--- src/rtl/assert_macros.svh ---
// Assertion macros shared by the deframer RTL.
// Included by the modules that carry concurrent checks.
`ifndef ASSERT_MACROS_SVH
`define ASSERT_MACROS_SVH

// property checked on every rising clock edge, off while reset is active
`define ASSERT_CLK(lbl, clk, rstn, prop) \
	lbl: assert property (@(posedge clk) disable iff (!rstn) (prop)) \
		else $error("deframer assertion failed");

// condition that must never be true out of reset
`define ASSERT_NEVER(lbl, clk, rstn, cond) \
	`ASSERT_CLK(lbl, clk, rstn, !(cond))

`endif

--- src/rtl/dfr_pkg.sv ---
// Package for the byte unstuffing deframer: sizes, codes, command type.
// No dependencies; imported by the front, queue, back and top deframer modules.
`default_nettype none

package dfr_pkg;

	localparam int BUFFER_DEPTH = 1024;
	localparam int ADDR_W = (BUFFER_DEPTH > 1) ? $clog2(BUFFER_DEPTH) : 1;
	localparam int CNT_W = $clog2(BUFFER_DEPTH + 1);
	localparam int LEN_W = 11;
	localparam int IDX_W = 10;
	localparam int QDEPTH = 4;
	localparam int QPTR_W = $clog2(QDEPTH);
	localparam int QCNT_W = $clog2(QDEPTH + 1);

	localparam logic OP_FEED = 1'b0;
	localparam logic OP_READ = 1'b1;

	localparam logic [1:0] REG_DELIM = 2'd0;
	localparam logic [1:0] REG_ESC = 2'd1;
	localparam logic [1:0] REG_DELIM_HELP = 2'd2;
	localparam logic [1:0] REG_ESC_HELP = 2'd3;

	localparam logic [7:0] RST_DELIM = 8'd68;
	localparam logic [7:0] RST_ESC = 8'd69;
	localparam logic [7:0] RST_DELIM_HELP = 8'd100;
	localparam logic [7:0] RST_ESC_HELP = 8'd101;

	typedef struct packed {
		logic done;
		logic [LEN_W-1:0] length;
		logic wr;
		logic rd;
		logic [ADDR_W-1:0] addr;
		logic [7:0] wdata;
	} cmd_t;

endpackage

`default_nettype wire

--- src/rtl/dfr_queue.sv ---
// Short command queue between front and back ends.
// Depends on dfr_pkg.
`default_nettype none

module dfr_queue (
	input  wire logic clk,
	input  wire logic arst_n,
	input  wire logic push,
	input  wire dfr_pkg::cmd_t push_cmd,
	output logic full,
	input  wire logic pop,
	output logic empty,
	output dfr_pkg::cmd_t head
);
	import dfr_pkg::*;

`include "assert_macros.svh"

	cmd_t mem_q [QDEPTH];
	logic [QPTR_W-1:0] wr_ptr_q, rd_ptr_q;
	logic [QCNT_W-1:0] count_q;

	assign full = count_q == QCNT_W'(QDEPTH);
	assign empty = count_q == '0;
	assign head = mem_q[rd_ptr_q];

	always_ff @(posedge clk) begin
		if (push) begin
			mem_q[wr_ptr_q] <= push_cmd;
		end
	end

	always_ff @(posedge clk or negedge arst_n) begin
		if (!arst_n) begin
			wr_ptr_q <= '0;
			rd_ptr_q <= '0;
			count_q <= '0;
		end else begin
			if (push) wr_ptr_q <= wr_ptr_q + 1'b1;
			if (pop) rd_ptr_q <= rd_ptr_q + 1'b1;
			if (push && !pop) count_q <= count_q + 1'b1;
			else if (pop && !push) count_q <= count_q - 1'b1;
		end
	end

	`ASSERT_NEVER(a_push_full, clk, arst_n, push && full)
	`ASSERT_NEVER(a_pop_empty, clk, arst_n, pop && empty)

endmodule

`default_nettype wire

--- config.mk ---
export PLATFORM = sky130hd
export DESIGN_NAME = dfr_queue
export DESIGN_NICKNAME = d
export VERILOG_FILES = /design/src/rtl/dfr_pkg.sv /design/src/rtl/dfr_queue.sv
export VERILOG_INCLUDE_DIRS = /design/src /design/src/rtl
export SDC_FILE = /design/constraint.sdc
export NUM_CORES = 1
export LEC_CHECK = 0
export ABC_AREA = 1
export ABC_CLOCK_PERIOD_IN_PS = 1800
export BUFFER_PORTS_ARGS = -buffer_cell sky130_fd_sc_hd__buf_2
export CAP_MARGIN = 20
export CORE_MARGIN = 5
export CORE_UTILIZATION = 25
export CTS_CLUSTER_DIAMETER = 60
export DETAILED_ROUTE_END_ITERATION = 12
export PLACE_DENSITY = 0.43
export SYNTH_ARGS = -nofsm -noshare
export SYNTH_HDL_FRONTEND = slang
export SYNTH_SLANG_ARGS = --single-unit
--- constraint.sdc ---
create_clock -name clk -period 1.8 [get_ports clk]
set_clock_uncertainty 0.05 [all_clocks]
set_input_delay 0.36 -clock clk [delete_from_list [all_inputs] [get_ports clk]]
set_output_delay 0.36 -clock clk [all_outputs]
set_load 0.05 [all_outputs]
==> flow_metrics.py <==
metrics = {
    "status": {
        "outcome": "complete, but fails checks",
        "violations": "negative setup slack",
    },
    "job": {
        "drv_cap": 0,
    },
    "synth": {
        "synth_mux_area_share_pct": 0,
        "syn_inst": 421,
        "synth-simple-area-share_pct": 7.89,
        "synth_area_sq_um": 5450,
        "synth_fp_nets": 463,
        "synth-adder-area-share_pct": 1.51,
        "ys_warn_count": 0,
        "synth_top_family_by_area": "compound AO/OA/AOI/OAI gates",
        "ys_ff_latch": 135,
        "syn_area_per_cell_sq_um": 13.0,
        "yosysSeqAreaShare_pct": 73.7,
        "ys_types": 18,
        "synth_compound_area_share_pct": 8.90,
        "synth_xor_area_share_pct": 0.642,
    },
    "worst_setup_path": {
        "rr_endpoint": "mem_q[1][25]$_DFFE_PP_",
        "worstPathArrival_ns": 1.66,
        "crit_type": "register to output port",
        "end_kind": "output port",
        "cp_data_required_time_ns": 1.39,
        "r2r_setup_slack_ns": 0.36,
        "reg2reg_from": "wr_ptr_q[1]$_DFFE_PN0P_",
        "cp_max_fo": 12,
        "startpoint_type": "register",
        "reg2regPathDepth": 5,
    },
    "worst_hold_path": {
        "hold_depth": 1,
        "worstHoldStart": "push_cmd[14]",
        "min_path_type": "input pin to register",
        "min_to": "mem_q[0][14]$_DFFE_PP_",
    },
    "route": {
        "drc": 0,
        "viasPerCell": 4.08,
        "drt.antenna.violating_nets": 0,
        "wl_um": 11800,
        "drt_iter0_drc": 168,
        "firstDrtPassIters": 4,
        "vias": 3262,
        "wl_per_cell_um": 14.8,
    },
    "global_routing": {
        "grt_max_degree": 41,
        "antenna_found_initial": 0,
        "grt_pass1_vias": 3348,
        "grt_pass1_wl_um": 18400,
        "overflow": 0,
        "gr-usage-all-layers_pct": 10.0,
    },
    "timing": {
        "tightest_slew_ns": 0.249,
        "final.setup.tns_ns": -6.82,
        "finalCritPeriodShare_pct": 115,
        "period_minus_slack_ns": 2.07,
        "slew_headroom_pct": 83.4,
        "fin_ws_ns": -0.267,
        "setup_viol": 32,
        "slew_viol_final": 0,
        "rsz0062_at_grt": "true",
        "hold_viol": 0,
        "clock.fmax_mhz": 484,
    },
    "placed_design": {
        "port_buffers": 69,
        "dpl.hpwl_um": 7580,
        "placed_area_sq_um": 6290,
        "gp_congestion": 0.728,
    },
    "floorplan": {
        "core_region_area_sq_um": 21600,
        "rows": 54,
        "dieArea_sq_um": 24900,
        "die-width_um": 158,
        "die_h_um": 158,
        "io_pins": 70,
        "initial_core_util_pct": 25.2,
    },
    "clock_network": {
        "clk_latency_ns": 0.41,
        "clkTransAtPathRegs_ns": 0.06,
        "clock_sinks": 135,
        "cts_max_level": 4,
        "numCtsBuffers": 17,
        "clockBufferDepth": 2,
        "cts_tree": "done",
        "cts_root_buf": "clkbuf_16",
    },
    "power": {
        "ir_drop_mv": 0.809,
        "power_mw": 14.6,
        "p_leak_nw": 2.87,
        "powerDensity_nw_per_um2": 2040,
    },
    "finish": {
        "fill_cells": 2131,
        "multi_input_area_sq_um": 1040,
        "mostFrequentLayoutCells": "edfxtp_1 (128), nand2_1 (107), inv_1 (71), o211ai_1 (64), buf_2 (36)",
        "syn2layout_area_growth_pct": 31.0,
        "drive_gt1_share_pct": 24.5,
        "layout_commonest_cell": "edfxtp_1",
        "antenna_cells": 0,
        "regArea_sq_um": 4020,
        "post-route-util_pct": 33.0,
        "nets": 550,
        "stdcell_area_sq_um": 7140,
    },
}
[state kept, by name (all words and copies together), names as in the netlist]
name,count
count_q,3
mem_q,128
wr_ptr_q,2
rd_ptr_q,2
[metrics by stage]
stage	setup WS, ns	hold WS [ns]	std cells
global placement	0.0812	0.170	766
CTS	-0.310	0.0906	799
detailed placement	0.0629	0.167	766
finish	-0.267	0.115	799
global route	-0.346	0.0990	799
floorplan	-0.132	0.0144	421
[synth_stat cells (all sizes together)]
master    n  area (sq um)
nor3      2          10.0
inv      76           285
dfrtp     7           175
ha        5          62.6
o21ai     1          5.00
o211ai   64           480
edfxtp  128          3840
clkbuf    2          7.51
xnor2     1          8.76
nand3     1          5.00
fa        1          20.0
buf      20           109
xor2      3          26.3
nand4     1          6.26
nand2   109           409
[area by class of cell]
class / count / area share, %
flip-flops and latches: 135 / 56.3
well taps: 280 / 4.90
clock buffers: 17 / 5.95
clock inverters: 13 / 3.22
multi-input cells: 188 / 14.5
repair buffers: 90 / 11.1
inverters: 76 / 3.99
[what timing repair did]
item                                   CTS  global route
hold buffers                             1             0
setup endpoints to repair               32            33
pin swaps                                1             8
cloned                                   0             0
gates resized for setup                 54             4
endpoints found under the hold margin    7             0
buffers inserted                         2             0
[cell families (layout without fill, tap and decap cells)]
group,after synthesis,count (layout)
AO/OA/AOI/OAI,65,65
AND/OR/NAND/NOR,113,113
XOR/XNOR,4,4
buffers and inverters,98,196
adder cells (fa/ha/maj),6,6
flip-flops,135,135
[per-layer routing]
| layer | vias to the layer above | track usage, % | part of all wire [%] | wire length, um |
|---|---|---|---|---|
| met2 | 59 | 16.6 | 49 | 5800 |
| met1 | 1568 | 12.1 | 45 | 5330 |
| li1 | 1622 | - | - | - |
| met5 | - | 0 | 0 | 0 |
| met4 | 0 | 4.42 | 2.0 | 234 |
| met3 | 13 | 2.84 | 3.9 | 456 |
[worst max-delay path, cell delays in order, from the launching register on]
cell and delay (ns):
dfrtp_4 0.54, buf_4 0.20, o211ai_1 0.20, nand2_1 0.13
buf_6 0.18
[worst max-delay path by stage]
stage / from / endpoint / slack [ns]
after floorplan: count_q[0]$_DFFE_PN0P_ / empty / -0.13
after global placement: rd_ptr_q[0]$_DFFE_PN0P_ / head[13] / 0.08
after detailed placement: rd_ptr_q[0]$_DFFE_PN0P_ / head[31] / 0.06
after CTS: rd_ptr_q[0]$_DFFE_PN0P_ / head[15] / -0.31
after global routing: rd_ptr_q[0]$_DFFE_PN0P_ / head[13] / -0.35
final: rd_ptr_q[0]$_DFFE_PN0P_ / head[31] / -0.27
[where the power goes]
part / switching (mW) / leakage [nW] / internal (mW) / total (mW)
sequential: 0.222 / 1.26 / 4.13 / 4.35
combinational: 4.28 / 1.31 / 2.14 / 6.41
clock: 1.26 / 0.312 / 2.58 / 3.84
Power figures use the tool's default switching activity.
