===== config.mk =====
export PLATFORM = sky130hd
export DESIGN_NAME = dfr_front
export DESIGN_NICKNAME = d
export VERILOG_FILES = /design/src/rtl/dfr_pkg.sv /design/src/rtl/dfr_front.sv
export VERILOG_INCLUDE_DIRS = /design/src /design/src/rtl
export SDC_FILE = /design/constraint.sdc
export NUM_CORES = 1
export LEC_CHECK = 0
export ABC_AREA = 1
export BUFFER_PORTS_ARGS = -buffer_cell sky130_fd_sc_hd__clkbuf_2
export CORE_MARGIN = 5
export CORE_UTILIZATION = 40
export DETAILED_ROUTE_END_ITERATION = 8
export MAX_ROUTING_LAYER = met4
export PLACE_DENSITY = 0.65
export SLEW_MARGIN = 10
export SYNTH_ARGS = -nofsm -noshare
export SYNTH_HDL_FRONTEND = slang
export SYNTH_SLANG_ARGS = --single-unit

===== constraint.sdc =====
create_clock -name clk -period 3.7 [get_ports clk]
set_clock_uncertainty 0.1 [all_clocks]
set_input_delay 0.925 -clock clk [delete_from_list [all_inputs] [get_ports clk]]
set_output_delay 0.925 -clock clk [all_outputs]
set_load 0.02 [all_outputs]

===== src/rtl/assert_macros.svh =====
// Assertion macros shared by the deframer RTL.
// Included by the modules that carry concurrent checks.
`ifndef ASSERT_MACROS_SVH
`define ASSERT_MACROS_SVH

// property checked on every rising clock edge, off while reset is active
`define ASSERT_CLK(lbl, clk, rstn, prop) \
	lbl: assert property (@(posedge clk) disable iff (!rstn) (prop)) \
		else $error("deframer assertion failed");

// condition that must never be true out of reset
`define ASSERT_NEVER(lbl, clk, rstn, cond) \
	`ASSERT_CLK(lbl, clk, rstn, !(cond))

`endif


===== src/rtl/dfr_pkg.sv =====
// Package for the byte unstuffing deframer: sizes, codes, command type.
// No dependencies; imported by the front, queue, back and top deframer modules.
`default_nettype none

package dfr_pkg;

	localparam int BUFFER_DEPTH = 1024;
	localparam int ADDR_W = (BUFFER_DEPTH > 1) ? $clog2(BUFFER_DEPTH) : 1;
	localparam int CNT_W = $clog2(BUFFER_DEPTH + 1);
	localparam int LEN_W = 11;
	localparam int IDX_W = 10;
	localparam int QDEPTH = 4;
	localparam int QPTR_W = $clog2(QDEPTH);
	localparam int QCNT_W = $clog2(QDEPTH + 1);

	localparam logic OP_FEED = 1'b0;
	localparam logic OP_READ = 1'b1;

	localparam logic [1:0] REG_DELIM = 2'd0;
	localparam logic [1:0] REG_ESC = 2'd1;
	localparam logic [1:0] REG_DELIM_HELP = 2'd2;
	localparam logic [1:0] REG_ESC_HELP = 2'd3;

	localparam logic [7:0] RST_DELIM = 8'd68;
	localparam logic [7:0] RST_ESC = 8'd69;
	localparam logic [7:0] RST_DELIM_HELP = 8'd100;
	localparam logic [7:0] RST_ESC_HELP = 8'd101;

	typedef struct packed {
		logic done;
		logic [LEN_W-1:0] length;
		logic wr;
		logic rd;
		logic [ADDR_W-1:0] addr;
		logic [7:0] wdata;
	} cmd_t;

endpackage

`default_nettype wire


===== src/rtl/dfr_front.sv =====
// Front end: accepts items, holds config and frame state, classifies each
// item into a store command. Depends on dfr_pkg.
`default_nettype none

module dfr_front (
	input  wire logic clk,
	input  wire logic arst_n,
	input  wire logic cfg_valid,
	output logic cfg_ready,
	input  wire logic [1:0] cfg_index,
	input  wire logic [7:0] cfg_data,
	input  wire logic in_valid,
	output logic in_stall,
	input  wire logic operation,
	input  wire logic [7:0] byte_in,
	input  wire logic [dfr_pkg::IDX_W-1:0] read_index,
	input  wire logic q_full,
	output logic q_push,
	output dfr_pkg::cmd_t q_cmd
);
	import dfr_pkg::*;

`include "assert_macros.svh"

	logic [7:0] delim_q, esc_q, delim_help_q, esc_help_q;
	logic [CNT_W-1:0] stored_count_q, cnt_base, cnt_n;
	logic escape_pending_q, frame_good_q, frame_starting_q;
	logic esc_n, good_n, start_n;
	logic wr_en;
	logic [7:0] wr_byte;
	logic accept;

	assign cfg_ready = 1'b1;
	assign in_stall = q_full;
	assign accept = in_valid && !in_stall;
	assign q_push = accept;

	always_ff @(posedge clk or negedge arst_n) begin
		if (!arst_n) begin
			delim_q <= RST_DELIM;
			esc_q <= RST_ESC;
			delim_help_q <= RST_DELIM_HELP;
			esc_help_q <= RST_ESC_HELP;
		end else if (cfg_valid && cfg_ready) begin
			case (cfg_index)
				REG_DELIM: delim_q <= cfg_data;
				REG_ESC: esc_q <= cfg_data;
				REG_DELIM_HELP: delim_help_q <= cfg_data;
				REG_ESC_HELP: esc_help_q <= cfg_data;
				default: ;
			endcase
		end
	end

	always_comb begin
		cnt_base = frame_starting_q ? '0 : stored_count_q;
		cnt_n = stored_count_q;
		esc_n = escape_pending_q;
		good_n = frame_good_q;
		start_n = frame_starting_q;
		wr_en = 1'b0;
		wr_byte = byte_in;
		q_cmd = '0;
		if (operation == OP_READ) begin
			q_cmd.rd = int'(read_index) < BUFFER_DEPTH;
			q_cmd.addr = ADDR_W'(read_index);
		end else begin
			start_n = 1'b0;
			cnt_n = cnt_base;
			if (byte_in == delim_q) begin
				q_cmd.done = frame_good_q && !escape_pending_q;
				esc_n = 1'b0;
				good_n = 1'b1;
				start_n = 1'b1;
			end else if (frame_good_q) begin
				if (cnt_base >= CNT_W'(BUFFER_DEPTH)) begin
					good_n = 1'b0;
				end else if (escape_pending_q) begin
					esc_n = 1'b0;
					if (byte_in == delim_help_q) begin
						wr_en = 1'b1;
						wr_byte = delim_q;
					end else if (byte_in == esc_help_q) begin
						wr_en = 1'b1;
						wr_byte = esc_q;
					end else begin
						good_n = 1'b0;
					end
				end else if (byte_in == esc_q) begin
					esc_n = 1'b1;
				end else begin
					wr_en = 1'b1;
				end
			end
			if (wr_en) begin
				q_cmd.wr = 1'b1;
				q_cmd.addr = ADDR_W'(cnt_base);
				q_cmd.wdata = wr_byte;
				cnt_n = cnt_base + 1'b1;
			end
		end
		q_cmd.length = LEN_W'(cnt_n);
	end

	always_ff @(posedge clk or negedge arst_n) begin
		if (!arst_n) begin
			stored_count_q <= '0;
			escape_pending_q <= 1'b0;
			frame_good_q <= 1'b1;
			frame_starting_q <= 1'b1;
		end else if (accept) begin
			stored_count_q <= cnt_n;
			escape_pending_q <= esc_n;
			frame_good_q <= good_n;
			frame_starting_q <= start_n;
		end
	end

	`ASSERT_CLK(a_count_bound, clk, arst_n, stored_count_q <= CNT_W'(BUFFER_DEPTH))
	`ASSERT_CLK(a_done_no_write, clk, arst_n, !(q_push && q_cmd.done && (q_cmd.wr || q_cmd.rd)))

endmodule

`default_nettype wire


==> reports/qor.tcl <==
set qor(finalHoldWorstSlack_ns) 0.387
set qor(worstPathRequired_ns) 2.67
set qor(finalInstanceArea_sq_um) 3710
set qor(power.ir.vdd_worst_mv) 0.219
set qor(ctsHtreeMaxLevel) 2
set qor(antenna_diodes) 0
set qor(postSynthNetCount) 503
set qor(final_min_period_over_clock_period_pct) 97.5
set qor(setup_viol) 0
set qor(gp_congestion) 0.919
set qor(timing.critical_path.mode_cell) {sky130_fd_sc_hd__nand4_1}
set qor(cell_breakdown_of_the_critical_path) {clkbuf_2 -> inv_2 -> nand2_1 -> nand4_1 -> nor2_2 -> nand3_4 -> buf_4 -> nand4_1 -> buf_6 -> nor2_1 -> a211oi_2 -> buf_2}
set qor(criticalPathCategory) {input pin to output pin}
set qor(grtUsageTotal_pct) 17.5
set qor(top_delay_family_on_crit_path) {buffers and inverters}
set qor(drive_gt1_share_pct) 22.5
set qor(report.final.hold_viol_count) 0
set qor(tritoncts_clock_tree) {yes}
set qor(clock_latency_ns) 0.30
set qor(grt_start_max_net_pins) 44
set qor(die_height_um) 98.6
set qor(r2r_setup_slack_ns) 1.56
set qor(drtAntennaViolNets) 0
set qor(dp_hpwl_um) 6320
set qor(outcome) {complete, no violations}
set qor(floorplan.io_pins) 69
set qor(placement.setup.worst_slack_ns) 0.0884
set qor(launching_instance_or_port_of_the_critical_path) {byte_in[6]}
set qor(cpMaxStageDelayCell) {sky130_fd_sc_hd__buf_2}
set qor(floorplan.rows) 32
set qor(synth_simple_gate_area_share_pct) 33.5
set qor(worst_r2r_startpoint) {frame_starting_q}
set qor(synth_xor_area_share_pct) 4.74
set qor(synth_cells) 467
set qor(cts-hold-fix-buffers) 0
set qor(max-slew-margin-rel_pct) 33.6
set qor(vias) 3104
set qor(placement.cell_area_sq_um) 3560
set qor(mostFrequentLayoutCell) {sky130_fd_sc_hd__nand2_1}
set qor(min-delay-path-class) {flop to flop}
set qor(setup.worst_path.end) {q_cmd[7]}
set qor(min_path_cells) 2
set qor(clk_transition_reported_paths_ns) 0.09
set qor(power.total_mw) 1.77
set qor(fin_cells) 636
set qor(core_area_sq_um) 7690
set qor(max_freq_ghz) 0.277
set qor(ff2ff_path_depth) 10
set qor(maxCapViolCount) 0
set qor(synth.avg_cell_area_sq_um) 6.73
set qor(drc) 0
set qor(die_area_sq_um) 9730
set qor(initial_core_util_pct) 40.9
set qor(antenna_found_initial) 0
set qor(synth_fa_ha_area_share_pct) 0.796
set qor(numCtsBuffers) 5
set qor(crit_buf_inv) 5
set qor(cts_root_buf) {sky130_fd_sc_hd__clkbuf_8}
set qor(tightestPinTransition_ns) 0.996
set qor(finalNetCount) 569
set qor(chipWidth_um) 98.6
set qor(number_of_cells_on_the_critical_path) 12
set qor(critical_path_peak_fanout) 9
set qor(detail_route.wl_per_cell_um) 13.1
set qor(synth_seq_area_share_pct) 37.2
set qor(worst_slack_ns) 0.0942
set qor(synth_warnings) 0
set qor(layout.cells.most_common_list) {sky130_fd_sc_hd__nand2_1, sky130_fd_sc_hd__inv_1, sky130_fd_sc_hd__clkbuf_2}
set qor(cts_sinks) 46
set qor(final.min_clock_period_ns) 3.61
set qor(drt_pre_antenna_iters) 4
set qor(initialDrtViolationCount) 152
set qor(setup-tns-final_ns) 0
set qor(synth_compound_gate_area_share_pct) 11.5
set qor(muxShareOfSynthArea_pct) 0
set qor(route.final.wire_length_um) 8320
set qor(crit_path_max_incr_delay_ns) 0.21
set qor(power.static_leakage_nw) 1.94
set qor(flip_flop_and_latch_count_after_synthesis) 46
set qor(areaGrowthSynthToFinish_pct) 18.0
set qor(grt_pass1_wl_um) 13700
set qor(buffer_ports.inserted) 67
set qor(mappedNetlistArea_sq_um) 3140
set qor(detail_route.vias_per_cell) 4.88
set qor(worst_setup_path_start_kind) {input pin}
set qor(worstPathArrival_ns) 2.58
set qor(r2r_end) {stored_count_q[10]}
set qor(final_core_utilization_pct) 48.2
set qor(place.detailed.instances) 628
set qor(synth_top_family_by_area) {simple AND/OR/NAND/NOR gates}
set qor(drv_slew) 0
set qor(power-per-cell-area_nw_per_um2) 477
set qor(worst_setup_path_end_kind) {output pin}
set qor(synth_cell_types) 30
set qor(first_global_vias) 2916
set qor(total_overflow_reported_by_the_global_router) 0
set qor(max-clock-path-buffers) 2
==> report_power, final <==
| part | switching [mW] | internal (mW) | leakage (nW) | total, mW |
|---|---|---|---|---|
| Clock | 0.169 | 0.202 | 0.0524 | 0.372 |
| Combinational | 0.464 | 0.244 | 1.33 | 0.709 |
| Sequential | 0.0777 | 0.610 | 0.560 | 0.688 |
==> area by class of cell <==
cell class	instances	area, sq um
inverters	68	259
well taps	102	128
repair buffers	78	442
clock inverters	1	30.0
clock buffers	7	76.3
fillers	813	3980
multi-input cells	334	1610
flip-flops and latches	46	1170
==> cells in the mapped netlist (all sizes together) <==
| master | instances | share of area [%] |
|---|---|---|
| nand3 | 22 | 4.1 |
| dfrtp | 32 | 25 |
| ha | 2 | 0.80 |
| xor2 | 6 | 1.7 |
| o2111ai | 2 | 0.56 |
| xnor2 | 11 | 3.1 |
| buf | 13 | 3.3 |
| nand4 | 15 | 3.0 |
| nor2 | 38 | 5.1 |
| dfstp | 14 | 12 |
| o21ai | 58 | 9.2 |
| nor3 | 4 | 0.80 |
| inv | 66 | 7.9 |
| a21oi | 8 | 1.3 |
| nand2 | 166 | 21 |
| clkinv | 2 | 0.24 |
| conb | 1 | 0.12 |
| a211oi | 1 | 0.40 |
| clkbuf | 6 | 0.72 |
==> what timing repair did <==
item / 4_1_cts / 5_1_grt
setup buffers: 0 / 0
gates resized for setup: 0 / 22
setup endpoints to repair: 0 / 11
==> cell families (layout without fill, tap and decap cells) <==
logic type | Yosys count | in the layout
flops | 46 | 46
simple gates | 245 | 245
buf+inv | 87 | 154
xor+xnor | 17 | 17
compound gates | 69 | 69
fa+ha+maj | 2 | 2
other cells | 1 | 1
==> registers in the layout, summed over array words and instances (netlist names) <==
| signal | flops |
|---|---|
| esc_q | 8 |
| frame_starting_q | 1 |
| escape_pending_q | 1 |
| frame_good_q | 1 |
| delim_q | 8 |
| esc_help_q | 8 |
| stored_count_q | 11 |
| delim_help_q | 8 |
==> tightest hold or removal path: stages, from the launching register on <==
cell                      delay, ns
sky130_fd_sc_hd__dfrtp_1       0.35
sky130_fd_sc_hd__nand2_1       0.05
sky130_fd_sc_hd__nand2_1       0.06
==> worst min-delay path by stage <==
stage | start | endpoint | slack, ns
5_1_grt | stored_count_q[5] | stored_count_q[5] | 0.40
6_report | stored_count_q[7] | stored_count_q[7] | 0.39
2_1_floorplan | stored_count_q[9] | stored_count_q[9] | 0.35
3_3_place_gp | stored_count_q[9] | stored_count_q[9] | 0.36
3_5_place_dp | stored_count_q[6] | stored_count_q[6] | 0.37
4_1_cts | stored_count_q[5] | stored_count_q[5] | 0.39
==> metal layers <==
metal	track usage (%)	share of wire, %
met5	-	0
met3	3.04	6.0
met4	3.47	1.0
met2	28.5	47
met1	23.1	46
Power figures use the tool's default switching activity.
